===== config.mk =====
export PLATFORM = sky130hd
export DESIGN_NAME = tcp_retransmit_tracker_unit
export DESIGN_NICKNAME = d
export VERILOG_FILES = /design/src/tcp_rtx_pkg.sv /design/src/tcp_retransmit_tracker_unit.sv /design/src/tcp_rtx_csr.sv
export SDC_FILE = /design/constraint.sdc
export NUM_CORES = 2
export LEC_CHECK = 0
export ABC_AREA = 1
export BUFFER_PORTS_ARGS = -buffer_cell sky130_fd_sc_hd__buf_2
export CORE_MARGIN = 2
export CORE_UTILIZATION = 31
export DETAILED_ROUTE_END_ITERATION = 12
export PLACE_DENSITY_LB_ADDON = 0.15
export SYNTH_ARGS = -nofsm -noshare
export SYNTH_HDL_FRONTEND = slang
export SYNTH_SLANG_ARGS = --single-unit
export TNS_END_PERCENT = 30

===== constraint.sdc =====
create_clock -name clock -period 31.7 [get_ports clock]
set_input_delay 9.51 -clock clock [delete_from_list [all_inputs] [get_ports clock]]
set_output_delay 9.51 -clock clock [all_outputs]
set_load 0.02 [all_outputs]

===== src/tcp_rtx_pkg.sv =====
// ----------------------------------------------------------------------------
// tcp_rtx_pkg
// Shared types, codes and sizes of the TCP retransmission tracker.
// ----------------------------------------------------------------------------
package tcp_rtx_pkg;

   localparam int SLOTS   = 8;
   localparam int SLOT_W  = (SLOTS > 1) ? $clog2(SLOTS) : 1;
   localparam int FREED_W = $clog2(SLOTS + 1);
   localparam int ADDR_W  = 4;

   localparam logic [15:0] WINDOW_RESET = 16'hFFFF;

   // commands
   localparam logic [1:0] CMD_OPEN = 2'd0;
   localparam logic [1:0] CMD_SEND = 2'd1;
   localparam logic [1:0] CMD_ACK  = 2'd2;
   localparam logic [1:0] CMD_TICK = 2'd3;

   // result kinds
   localparam logic [2:0] KIND_ACCEPTED    = 3'd0;
   localparam logic [2:0] KIND_WINDOW_FULL = 3'd1;
   localparam logic [2:0] KIND_TABLE_FULL  = 3'd2;
   localparam logic [2:0] KIND_ACK_DONE    = 3'd3;
   localparam logic [2:0] KIND_RETRANSMIT  = 3'd4;
   localparam logic [2:0] KIND_GIVE_UP     = 3'd5;
   localparam logic [2:0] KIND_OPENED      = 3'd6;

   // register indexes (byte address = 4 * index)
   localparam logic [1:0] REG_RTO_BASE    = 2'd0;
   localparam logic [1:0] REG_RTO_MAX     = 2'd1;
   localparam logic [1:0] REG_RETRY_LIMIT = 2'd2;

   typedef struct packed {
      logic [1:0]  cmd;
      logic [31:0] start_seq;
      logic [15:0] seg_len;
      logic [31:0] ack_num;
      logic [15:0] adv_window;
   } req_type;

   typedef struct packed {
      logic [2:0]  kind;
      logic [2:0]  slot;
      logic [31:0] seq;
      logic [15:0] out_len;
      logic [3:0]  retry_count;
      logic [3:0]  freed_count;
      logic        last;
   } rsp_type;

   typedef struct packed {
      logic [5:0] rto_base;
      logic [7:0] rto_max;
      logic [3:0] retry_limit;
   } cfg_type;

endpackage


===== src/tcp_retransmit_tracker_unit.sv =====
// ----------------------------------------------------------------------------
// tcp_retransmit_tracker_unit
// Tracks unacknowledged TCP segments in a small slot table, one command at a
// time. A single 32-bit subtractor, shared under a sequencer, does every
// serial-number and elapsed-time compare, one slot per cycle. Open and send
// give one result each; an ack scans every slot, then checks the send base,
// then gives one result; a tick scans every slot, then gives one result per
// expired slot, and gives no result when nothing expired. A finished
// result sits in an output register; the sequencer stalls only when that
// register is still full. No clearing pass is needed after reset.
// ----------------------------------------------------------------------------
module tcp_retransmit_tracker_unit (
   input  logic                      clock,
   input  logic                      reset,
   input  logic                      req_valid,
   output logic                      req_ready,
   input  tcp_rtx_pkg::req_type      req_data,
   output logic                      rsp_valid,
   input  logic                      rsp_ready,
   output tcp_rtx_pkg::rsp_type      rsp_data,
   input  logic                      psel,
   input  logic                      penable,
   input  logic                      pwrite,
   input  logic [tcp_rtx_pkg::ADDR_W-1:0] paddr,
   input  logic [31:0]               pwdata,
   output logic [31:0]               prdata,
   output logic                      pready
);
   import tcp_rtx_pkg::*;

   localparam logic [3:0] ST_IDLE      = 4'd0;
   localparam logic [3:0] ST_OPEN      = 4'd1;
   localparam logic [3:0] ST_SEND      = 4'd2;
   localparam logic [3:0] ST_ACK_SCAN  = 4'd3;
   localparam logic [3:0] ST_ACK_BASE  = 4'd4;
   localparam logic [3:0] ST_ACK_DONE  = 4'd5;
   localparam logic [3:0] ST_TICK_SCAN = 4'd6;
   localparam logic [3:0] ST_TICK_FIND = 4'd7;
   localparam logic [3:0] ST_TICK_EMIT = 4'd8;

   localparam logic [SLOT_W-1:0] LAST_IDX = SLOT_W'(SLOTS - 1);

   cfg_type cfg;

   // control
   logic [3:0]        state_ff, state_in;
   logic [SLOT_W-1:0] idx_ff, idx_in;
   logic [SLOTS-1:0]  valid_ff, valid_in;
   logic [SLOTS-1:0]  exp_ff, exp_in;
   logic              rsp_valid_ff, rsp_valid_in;
   logic [31:0]       next_seq_ff, next_seq_in;
   logic [31:0]       send_base_ff, send_base_in;
   logic [15:0]       window_ff, window_in;
   logic [31:0]       tick_ff, tick_in;

   // payload
   req_type            req_ff, req_in;
   rsp_type            rsp_ff, rsp_in;
   logic [FREED_W-1:0] freed_ff, freed_in;
   logic               base_ok_ff, base_ok_in;
   logic [31:0]        seq_ff   [SLOTS];
   logic [31:0]        seq_in   [SLOTS];
   logic [15:0]        len_ff   [SLOTS];
   logic [15:0]        len_in   [SLOTS];
   logic [31:0]        end_ff   [SLOTS];
   logic [31:0]        end_in   [SLOTS];
   logic [31:0]        sent_ff  [SLOTS];
   logic [31:0]        sent_in  [SLOTS];
   logic [3:0]         retry_ff [SLOTS];
   logic [3:0]         retry_in [SLOTS];

   // shared subtractor
   logic [31:0] op_a, op_b, diff;
   logic        diff_after;

   logic        out_free;
   logic [20:0] rto_shift;
   logic [20:0] rto;
   logic [SLOT_W-1:0] free_idx, exp_idx;
   logic        free_any, exp_any;
   logic [31:0] seq_sum;

   tcp_rtx_csr u_csr (
      .clock   (clock),
      .reset   (reset),
      .psel    (psel),
      .penable (penable),
      .pwrite  (pwrite),
      .paddr   (paddr),
      .pwdata  (pwdata),
      .prdata  (prdata),
      .pready  (pready),
      .cfg     (cfg)
   );

   assign req_ready = (state_ff == ST_IDLE);
   assign rsp_valid = rsp_valid_ff;
   assign rsp_data  = rsp_ff;
   assign out_free  = !rsp_valid_ff || rsp_ready;

   always_comb begin
      case (state_ff)
         ST_SEND: begin
            op_a = next_seq_ff;
            op_b = send_base_ff;
         end
         ST_ACK_SCAN: begin
            op_a = req_ff.ack_num;
            op_b = end_ff[idx_ff];
         end
         ST_ACK_BASE: begin
            op_a = req_ff.ack_num;
            op_b = send_base_ff;
         end
         ST_ACK_DONE: begin
            op_a = req_ff.ack_num;
            op_b = next_seq_ff;
         end
         ST_TICK_SCAN: begin
            op_a = tick_ff;
            op_b = sent_ff[idx_ff];
         end
         default: begin
            op_a = 32'd0;
            op_b = 32'd0;
         end
      endcase
   end

   assign diff       = op_a - op_b;
   // b strictly before a in serial order
   assign diff_after = (diff != 32'd0) && !diff[31];

   assign rto_shift = 21'(cfg.rto_base) << retry_ff[idx_ff];
   assign rto       = (rto_shift > 21'(cfg.rto_max)) ? 21'(cfg.rto_max) : rto_shift;
   assign seq_sum   = next_seq_ff + 32'(req_ff.seg_len);

   always_comb begin
      free_idx = '0;
      free_any = 1'b0;
      exp_idx  = '0;
      exp_any  = 1'b0;
      for (int i = SLOTS - 1; i >= 0; i--) begin
         if (!valid_ff[i]) begin
            free_idx = SLOT_W'(i);
            free_any = 1'b1;
         end
         if (exp_ff[i]) begin
            exp_idx = SLOT_W'(i);
            exp_any = 1'b1;
         end
      end
   end

   always_comb begin
      logic [SLOTS-1:0] exp_rest;
      logic             ns_before;

      state_in     = state_ff;
      idx_in       = idx_ff;
      valid_in     = valid_ff;
      exp_in       = exp_ff;
      rsp_valid_in = rsp_valid_ff && !rsp_ready;
      next_seq_in  = next_seq_ff;
      send_base_in = send_base_ff;
      window_in    = window_ff;
      tick_in      = tick_ff;
      req_in       = req_ff;
      rsp_in       = rsp_ff;
      freed_in     = freed_ff;
      base_ok_in   = base_ok_ff;
      seq_in       = seq_ff;
      len_in       = len_ff;
      end_in       = end_ff;
      sent_in      = sent_ff;
      retry_in     = retry_ff;
      exp_rest     = exp_ff;
      exp_rest[idx_ff] = 1'b0;
      ns_before    = diff_after;

      case (state_ff)
         ST_IDLE: begin
            if (req_valid) begin
               req_in   = req_data;
               idx_in   = '0;
               freed_in = '0;
               case (req_data.cmd)
                  CMD_OPEN: state_in = ST_OPEN;
                  CMD_SEND: state_in = ST_SEND;
                  CMD_ACK: begin
                     window_in = req_data.adv_window;
                     state_in  = ST_ACK_SCAN;
                  end
                  default: begin
                     tick_in  = tick_ff + 32'd1;
                     exp_in   = '0;
                     state_in = ST_TICK_SCAN;
                  end
               endcase
            end
         end

         ST_OPEN: begin
            if (out_free) begin
               next_seq_in  = req_ff.start_seq;
               send_base_in = req_ff.start_seq;
               valid_in     = '0;
               rsp_in       = '0;
               rsp_in.kind  = KIND_OPENED;
               rsp_in.seq   = req_ff.start_seq;
               rsp_in.last  = 1'b1;
               rsp_valid_in = 1'b1;
               state_in     = ST_IDLE;
            end
         end

         ST_SEND: begin
            if (out_free) begin
               rsp_in         = '0;
               rsp_in.seq     = next_seq_ff;
               rsp_in.out_len = req_ff.seg_len;
               rsp_in.last    = 1'b1;
               rsp_valid_in   = 1'b1;
               state_in       = ST_IDLE;
               if (diff >= 32'(window_ff)) begin
                  rsp_in.kind = KIND_WINDOW_FULL;
               end else if (!free_any) begin
                  rsp_in.kind = KIND_TABLE_FULL;
               end else begin
                  rsp_in.kind        = KIND_ACCEPTED;
                  rsp_in.slot        = 3'(free_idx);
                  valid_in[free_idx] = 1'b1;
                  seq_in[free_idx]   = next_seq_ff;
                  len_in[free_idx]   = req_ff.seg_len;
                  end_in[free_idx]   = seq_sum;
                  sent_in[free_idx]  = tick_ff;
                  retry_in[free_idx] = 4'd0;
                  next_seq_in        = seq_sum;
               end
            end
         end

         ST_ACK_SCAN: begin
            // covered when the ack lies at or after the segment end
            if (valid_ff[idx_ff] && !diff[31]) begin
               valid_in[idx_ff] = 1'b0;
               freed_in         = freed_ff + FREED_W'(1);
            end
            if (idx_ff == LAST_IDX) begin
               state_in = ST_ACK_BASE;
            end else begin
               idx_in = idx_ff + SLOT_W'(1);
            end
         end

         ST_ACK_BASE: begin
            base_ok_in = diff_after;
            state_in   = ST_ACK_DONE;
         end

         ST_ACK_DONE: begin
            if (out_free) begin
               rsp_in             = '0;
               rsp_in.kind        = KIND_ACK_DONE;
               rsp_in.freed_count = 4'(freed_ff);
               rsp_in.last        = 1'b1;
               if (base_ok_ff && !ns_before) begin
                  send_base_in = req_ff.ack_num;
                  rsp_in.seq   = req_ff.ack_num;
               end else begin
                  rsp_in.seq   = send_base_ff;
               end
               rsp_valid_in = 1'b1;
               state_in     = ST_IDLE;
            end
         end

         ST_TICK_SCAN: begin
            exp_in[idx_ff] = valid_ff[idx_ff] && !(diff < 32'(rto));
            if (idx_ff == LAST_IDX) begin
               state_in = ST_TICK_FIND;
            end else begin
               idx_in = idx_ff + SLOT_W'(1);
            end
         end

         ST_TICK_FIND: begin
            if (exp_any) begin
               idx_in   = exp_idx;
               state_in = ST_TICK_EMIT;
            end else begin
               state_in = ST_IDLE;
            end
         end

         ST_TICK_EMIT: begin
            if (out_free) begin
               exp_in[idx_ff] = 1'b0;
               rsp_in         = '0;
               rsp_in.slot    = 3'(idx_ff);
               rsp_in.seq     = seq_ff[idx_ff];
               rsp_in.out_len = len_ff[idx_ff];
               rsp_in.last    = (exp_rest == '0);
               if (retry_ff[idx_ff] >= cfg.retry_limit) begin
                  valid_in[idx_ff]   = 1'b0;
                  rsp_in.kind        = KIND_GIVE_UP;
                  rsp_in.retry_count = retry_ff[idx_ff];
               end else begin
                  retry_in[idx_ff]   = retry_ff[idx_ff] + 4'd1;
                  sent_in[idx_ff]    = tick_ff;
                  rsp_in.kind        = KIND_RETRANSMIT;
                  rsp_in.retry_count = retry_ff[idx_ff] + 4'd1;
               end
               rsp_valid_in = 1'b1;
               state_in     = ST_TICK_FIND;
            end
         end

         default: state_in = ST_IDLE;
      endcase
   end

   always_ff @(posedge clock) begin
      if (reset) begin
         state_ff     <= ST_IDLE;
         idx_ff       <= '0;
         valid_ff     <= '0;
         exp_ff       <= '0;
         rsp_valid_ff <= 1'b0;
         next_seq_ff  <= 32'd0;
         send_base_ff <= 32'd0;
         window_ff    <= WINDOW_RESET;
         tick_ff      <= 32'd0;
      end else begin
         state_ff     <= state_in;
         idx_ff       <= idx_in;
         valid_ff     <= valid_in;
         exp_ff       <= exp_in;
         rsp_valid_ff <= rsp_valid_in;
         next_seq_ff  <= next_seq_in;
         send_base_ff <= send_base_in;
         window_ff    <= window_in;
         tick_ff      <= tick_in;
      end
   end

   always_ff @(posedge clock) begin
      req_ff     <= req_in;
      rsp_ff     <= rsp_in;
      freed_ff   <= freed_in;
      base_ok_ff <= base_ok_in;
      seq_ff     <= seq_in;
      len_ff     <= len_in;
      end_ff     <= end_in;
      sent_ff    <= sent_in;
      retry_ff   <= retry_in;
   end

endmodule


===== src/tcp_rtx_csr.sv =====
// ----------------------------------------------------------------------------
// tcp_rtx_csr
// APB-style register block holding the retransmission timer settings.
// ----------------------------------------------------------------------------
module tcp_rtx_csr (
   input  logic                      clock,
   input  logic                      reset,
   input  logic                      psel,
   input  logic                      penable,
   input  logic                      pwrite,
   input  logic [tcp_rtx_pkg::ADDR_W-1:0] paddr,
   input  logic [31:0]               pwdata,
   output logic [31:0]               prdata,
   output logic                      pready,
   output tcp_rtx_pkg::cfg_type      cfg
);
   import tcp_rtx_pkg::*;

   cfg_type    cfg_ff, cfg_in;
   logic [1:0] reg_idx;
   logic       wr_en;

   assign reg_idx = paddr[3:2];
   assign wr_en   = psel && penable && pwrite;
   assign pready  = 1'b1;
   assign cfg     = cfg_ff;

   always_comb begin
      cfg_in = cfg_ff;
      if (wr_en) begin
         case (reg_idx)
            REG_RTO_BASE:    cfg_in.rto_base    = pwdata[5:0];
            REG_RTO_MAX:     cfg_in.rto_max     = pwdata[7:0];
            REG_RETRY_LIMIT: cfg_in.retry_limit = pwdata[3:0];
            default:         cfg_in = cfg_ff;
         endcase
      end
   end

   always_comb begin
      case (reg_idx)
         REG_RTO_BASE:    prdata = {26'd0, cfg_ff.rto_base};
         REG_RTO_MAX:     prdata = {24'd0, cfg_ff.rto_max};
         REG_RETRY_LIMIT: prdata = {28'd0, cfg_ff.retry_limit};
         default:         prdata = 32'd0;
      endcase
   end

   always_ff @(posedge clock) begin
      if (reset) begin
         cfg_ff.rto_base    <= 6'd1;
         cfg_ff.rto_max     <= 8'd60;
         cfg_ff.retry_limit <= 4'd5;
      end else begin
         cfg_ff <= cfg_in;
      end
   end

endmodule


# Yosys cells after proc, flatten, opt, wreduce, memory -nomap -nowiden
# Index checks and enable logic that the tools add are counted.
# Widths: inputs -> output; s select.
# classes
order_cmp,12
mux,134
bitwise_logic,10
shift,1
add_sub_neg,6
n_eq_ne,29
n_reduce_logical,52
# ops
op,n
$mux 256,5
$bwmux 256,4
$mux 32,19
$pmux 256 s2,1
$bmux 32 s3,3
$mux 63,4
$pmux 63 s4,1
$demux 32 s3,2
$pmux 32 s2,3
$bwmux 128,1
$pmux 32 s4,1
$pmux 32 s3,1
$mux 8,10
$mux 3,22
$mux 4,13
$bmux 16 s3,1
$demux 16 s3,1
$mux 16,3
$pmux 8 s3,2
$add 32x1->32 const B,1
$add 32x16->32,1
$and 32x32->32,1
$bwmux 32,1
$ge 32x16->1,1
57 further kinds,142
# totals
inputBits,141
word_cells,308
regBits,1230
output_inout_bits,98

# Logic depth before layout (Yosys ltp)
# depth
ltp_word,19
depth_mapped,43
mapped_depth_nobuf,41

# Hierarchy
# From an unflattened synthesis, not the netlist that was laid out.
# hier_totals
cells_unflattened,4772
hier_area_um2,53895.4
# modules_own_cells
mod,area_per_inst_um2,n_inst,seq_area_each_um2,cells_each
tcp_retransmit_tracker_unit,52844.4,1,35033.6,4610
tcp_rtx_csr,1051.0,1,360.3,162

# Least setup slack after synthesis
# OpenSTA, ideal clock, no wires.
# synth_timing
path_kind,input-to-output
start,in paddr[2] in the netlist's numbering
end,out prdata[0]
path_slack_ps,11961
t_arrival_ps,10229
cell_stages,4
required_ps,22190
cell_sequence,inv_1 > nor2_1 > inv_1 > o211ai_1
# synth_between
elab_chain_len,2
word_cells_on_any_way,4
classes_between,eq/ne: 2; mux: 1; reduce/logical: 1
# synth_lines
item,line,source
"start, declared",tcp_retransmit_tracker_unit.sv:24,"input logic [tcp_rtx_pkg::ADDR_W-1:0] paddr,"
"$eq 2x2->1, or another cell as far along",tcp_rtx_csr.sv:41,case (reg_idx)
$pmux 8 s3 (*),tcp_rtx_csr.sv:41,
"end, declared",tcp_retransmit_tracker_unit.sv:26,"output logic [31:0] prdata,"
# Every way passes the cells marked *; elsewhere a longest branch is shown, timed or not.

# Worst setup path after layout
# Same ends and word-level chain as after synthesis.

==> metrics.md <==
| Metric | Value |
|---|---|
| Row cnt | `between 150 and 200` |
| Reg2Reg Depth | `27` |
| Mapped Avg Cell Area | `about 11 um^2` |
| FF/Latch Area | `35390 um^2` |
| Gate Count Post-Synth | `around 4800` |
| Area contributors post-synth | `edfxtp_1 (60%), nand2_1 (5.9%), dfxtp_1 (5.7%), nor3_1 (2.6%), inv_1 (2.4%)` |
| Share of the synthesized area in the top cell type | `between 50% and 60%` |
| CTS tree | `done` |
| CP max FO | `6` |
| H-tree depth | `4` |
| Most frequent cells after synthesis | `edfxtp_1 (1076), nand2_1 (858), inv_1 (349)` |
| Clock network power share | `27.8%` |
| Post-cts sizing count | `0` |
| Slowest CP cell | `buf_2` |
| Post-CTS setup buffer count | `0` |
| Number of hold buffers added after cts | `0` |
| Die area | `178000 um^2` |
| Area grow syn2layout | `15.57%` |
| Grt ovf | `0` |
| Final GP Congestion | `approximately 0.89` |
| Final ANT Viol Nets | `0` |
| Core Box Area | `173600 um^2` |
| Area of the multi-input gates | `16370 um^2` |
| Post-synth EDFFs | `1076` |
| Slew @ Worst Pin | `between 1 and 1.5 ns` |
| Synth Warn # | `0` |
| Clock root buffer | `clkbuf_16` |
| Wirelength per Cell | `27.60 um` |
| DP HPWL | `127800 um` |
| DP Area | `57980 um^2` |
| Slew margin rel. | `a little under a quarter` |
| Unique cell type count in the Yosys netlist | `between 70 and 80` |
| Post-Layout Cell Count | `7391` |
| FMAX | `50.32 MHz` |
| Switching share of power | `39.86%` |
| Top_reg_cell synth | `edfxtp_1` |
| Cells after DPL | `between 7000 and 8000` |
| # DRC | `0` |
| Crit path max-delay family | `buffers and inverters` |
| Gr usage total | `between 20% and 30%` |
| Hold EP | `tick_ff[23]$_SDFFE_PP0P_` |
| Gate power share | `36.2%` |
| Starting Density | `31.18%` |
| Worst R2R Start | `idx_ff[1]$_SDFFE_PP0P_` |
| Number of global-route vias before repair | `just under 40000` |
| Die height | `421.9 um` |
| Longest Clk Path Bufs | `3` |
| Critical Path, Cell by Cell | `buf_2 > inv_1 > nor2_1 > inv_1 > o211ai_1 > buf_2` |
| Status | `completed` |
| Tot Pwr | `0.005906 W` |
| Min-delay src | `tick_ff[23]$_SDFFE_PP0P_` |
| Clock Skews | `0.03059 ns` |
| CP Data Required Time | `22.19 ns` |
| Crit path buf inv count | `4` |
| Clock Pin Slew Worst Setup and Hold Paths | `0.06 ns` |
| Clk sink count | `~1200` |
| Layout Nets | `5189` |
| P_int | `between 0.003 and 0.004 W` |
| IO Pins | `239` |
| FF-to-FF End | `len_ff[119]$_DFFE_PP_` |
| CP arrival | `a little over 10 ns` |
| Max-cap viol count | `0` |
| Dpl ws | `11.83 ns` |
| Area of the mapped netlist | `roughly 54000 um^2` |
| RSZ-0062 raised after global routing | `no` |
| Synth area leader | `edfxtp_1` |
| Num CTS Buffers | `142` |
| Final Slew Violations | `0` |
| Via/cell ratio | `5.381` |
| FFs w/ async S/R, synth | `0%` |
| Critical path class | `input pin to primary output` |
| PortBufs | `187` |
| Die width | `421.9 um` |
| Depth of the worst hold-timing path | `1` |
| Hold Violations, Final | `0` |
| Peak VDD IR | `0.00008851 V` |
| CP peak stage delay | `0.19 ns` |
| Yosys reg bits | `1230` |
| Share of layout cells above drive strength 1 | `12.43%` |
| Crit path setup slack, layout | `11.83 ns` |
| Worst setup SP type | `input pin` |
| Setup violators final | `0` |
| CP Capture Type | `primary output` |
| Sequential power share | `a little over a third` |
| DR pass1 iterations | `6` |
| Pleak | `22.51 nW` |
| Setup TNS | `0 ns` |
| Seq/Total Area, Yosys | `65.38%` |
| WL final | `204000 um` |
| First-pass GRT wire length | `288600 um` |
| Worst-Skew Late Latency | `0.80 ns` |
| Internal reg-to-reg setup slack | `between 20 and 25 ns` |
| Final Cycle Share | `62.68%` |
| Pin count of the biggest net entering global routing | `90` |
| Post-route cell area | `about 63000 um^2` |
| Drt first-iter violations | `4002` |
| Count leader, synth | `edfxtp_1` |
| Vias | `39770` |
| Initial antenna violation count | `5` |
| Worst hold path type | `flop to flop` |
| Final min period | `around 20 ns` |
| Total of fill cells in the finished design | `17220` |
| Pwr Density | `94.39 nW/um^2` |
| NetSw | `between 0.002 and 0.0025 W` |
[sequential cells by signal, indices dropped and copies added, names as in the netlist]
| signal | flops |
|---|---|
| len_ff | 128 |
| idx_ff | 3 |
| seq_ff | 256 |
| sent_ff | 256 |
| freed_ff | 4 |
| rsp_data | 63 |
| req_ff | 80 |
| exp_ff | 8 |
| end_ff | 256 |
| retry_ff | 32 |
| next_seq_ff | 32 |
| u_csr.cfg | 18 |
| state_ff | 4 |
| send_base_ff | 32 |
| valid_ff | 8 |
| rsp_valid | 1 |
| window_ff | 16 |
| base_ok_ff | 1 |
| tick_ff | 32 |
[power groups by stage]
| stage | Clock [W] | Combinational (W) | Sequential [W] |
|---|---|---|---|
| 6_report | 0.00164 | 0.00214 | 0.00212 |
| 5_1_grt | 0.00174 | 0.00230 | 0.00214 |
| 4_1_cts | 0.00168 | 0.00214 | 0.00213 |
| 3_5_place_dp | 0 | 0.00213 | 0.00216 |
| 3_3_place_gp | 0 | 0.00211 | 0.00216 |
| 2_1_floorplan | 0 | 0.00123 | 0.00215 |
[cells in the final DEF, fill, tap and decap left out, drive strengths merged, types with 3 or more instances in the layout]
cell and instances:
clkinv 68, a21oi 251, a221oi 117, a31o 8, a21o 12, or2 5
xnor2 15, o21ai 218, nand4 132, diode 4, edfxtp 1076, o21a 4
nand2 872, a22o 88, o21bai 6, conb 38, inv 378, a41oi 18
dfxtp 154, a31oi 18, buf 305, a22oi 118, o211ai 11, and2 3
bufinv 13, o221ai 35, a211oi 9, nor3 283, nor4 14, nor2 218
xor2 46, a21boi 6, o22ai 58, ha 100, a41o 5, nand3 157
clkinvlp 3, clkbuf 181
[final cells by class]
type | instances | share of cell area (%)
clock inverters | 79 | 1.312
repair buffers | 305 | 2.952
multi-input cells | 2884 | 26.17
flip-flops and latches | 1230 | 56.57
diodes | 4 | 0.01600
clock buffers | 181 | 5.994
well taps | 2325 | 4.650
inverters | 383 | 2.338
[routing by layer]
metal	GRT usage (%)	up-vias	share of wire, %
met2	37.22	1354	48
met1	29.58	20310	43
met4	8.489	0	3.9
met5	0	-	0
li1	-	17810	-
met3	2.948	306	5.3
[worst max path at each step]
stage | from | end | cells after the start
after floorplan | paddr[2] | prdata[0] | 4
after detailed placement | paddr[2] | prdata[0] | 6
after global routing | paddr[2] | prdata[0] | 6
after global placement | paddr[2] | prdata[0] | 6
after CTS | paddr[2] | prdata[0] | 6
final | paddr[2] | prdata[0] | 6
[worst reg2reg max path, stage by stage, from the launching register on]
cell and delay (ns):
dfxtp_1 0.75, nand2_1 0.39, nor2_4 0.45, buf_12 0.49, buf_4 0.71, nand2_1 0.14
a31oi_1 0.73, nor3_1 0.23, ha_1 0.44, nand3_1 0.11, nand3_1 0.14, a21oi_2 0.22
o21ai_2 0.13, a21boi_2 0.24, inv_1 0.06, a21o_1 0.19, xnor2_1 0.13, inv_1 0.32
ha_1 0.31, nand2_1 0.07, o21ai_0 0.08, a21oi_1 0.53, nand3_4 0.25, inv_1 0.15
nand2_1 0.39, nor3_2 0.22, buf_4 0.86, buf_4 0.76
[cell families after synthesis]
kind of cell / share of synthesized area (%)
adder cells (fa/ha/maj): 2.385
other: 0.01387
AND/OR/NAND/NOR: 13.87
multiplexers: 0.01849
AO/OA/AOI/OAI: 12.22
flip-flops: 65.38
XOR/XNOR: 1.001
buffers and inverters: 5.112
[per-stage QoR]
step,hold slack [ns],utilization (%)
floorplan,0.4437,-
global placement,0.4633,33.40
detailed placement,0.4711,33.40
CTS,0.4887,36.03
global route,0.5019,36.03
finish,0.4850,36.03
Note: power is estimated with default switching activity, not from simulation.
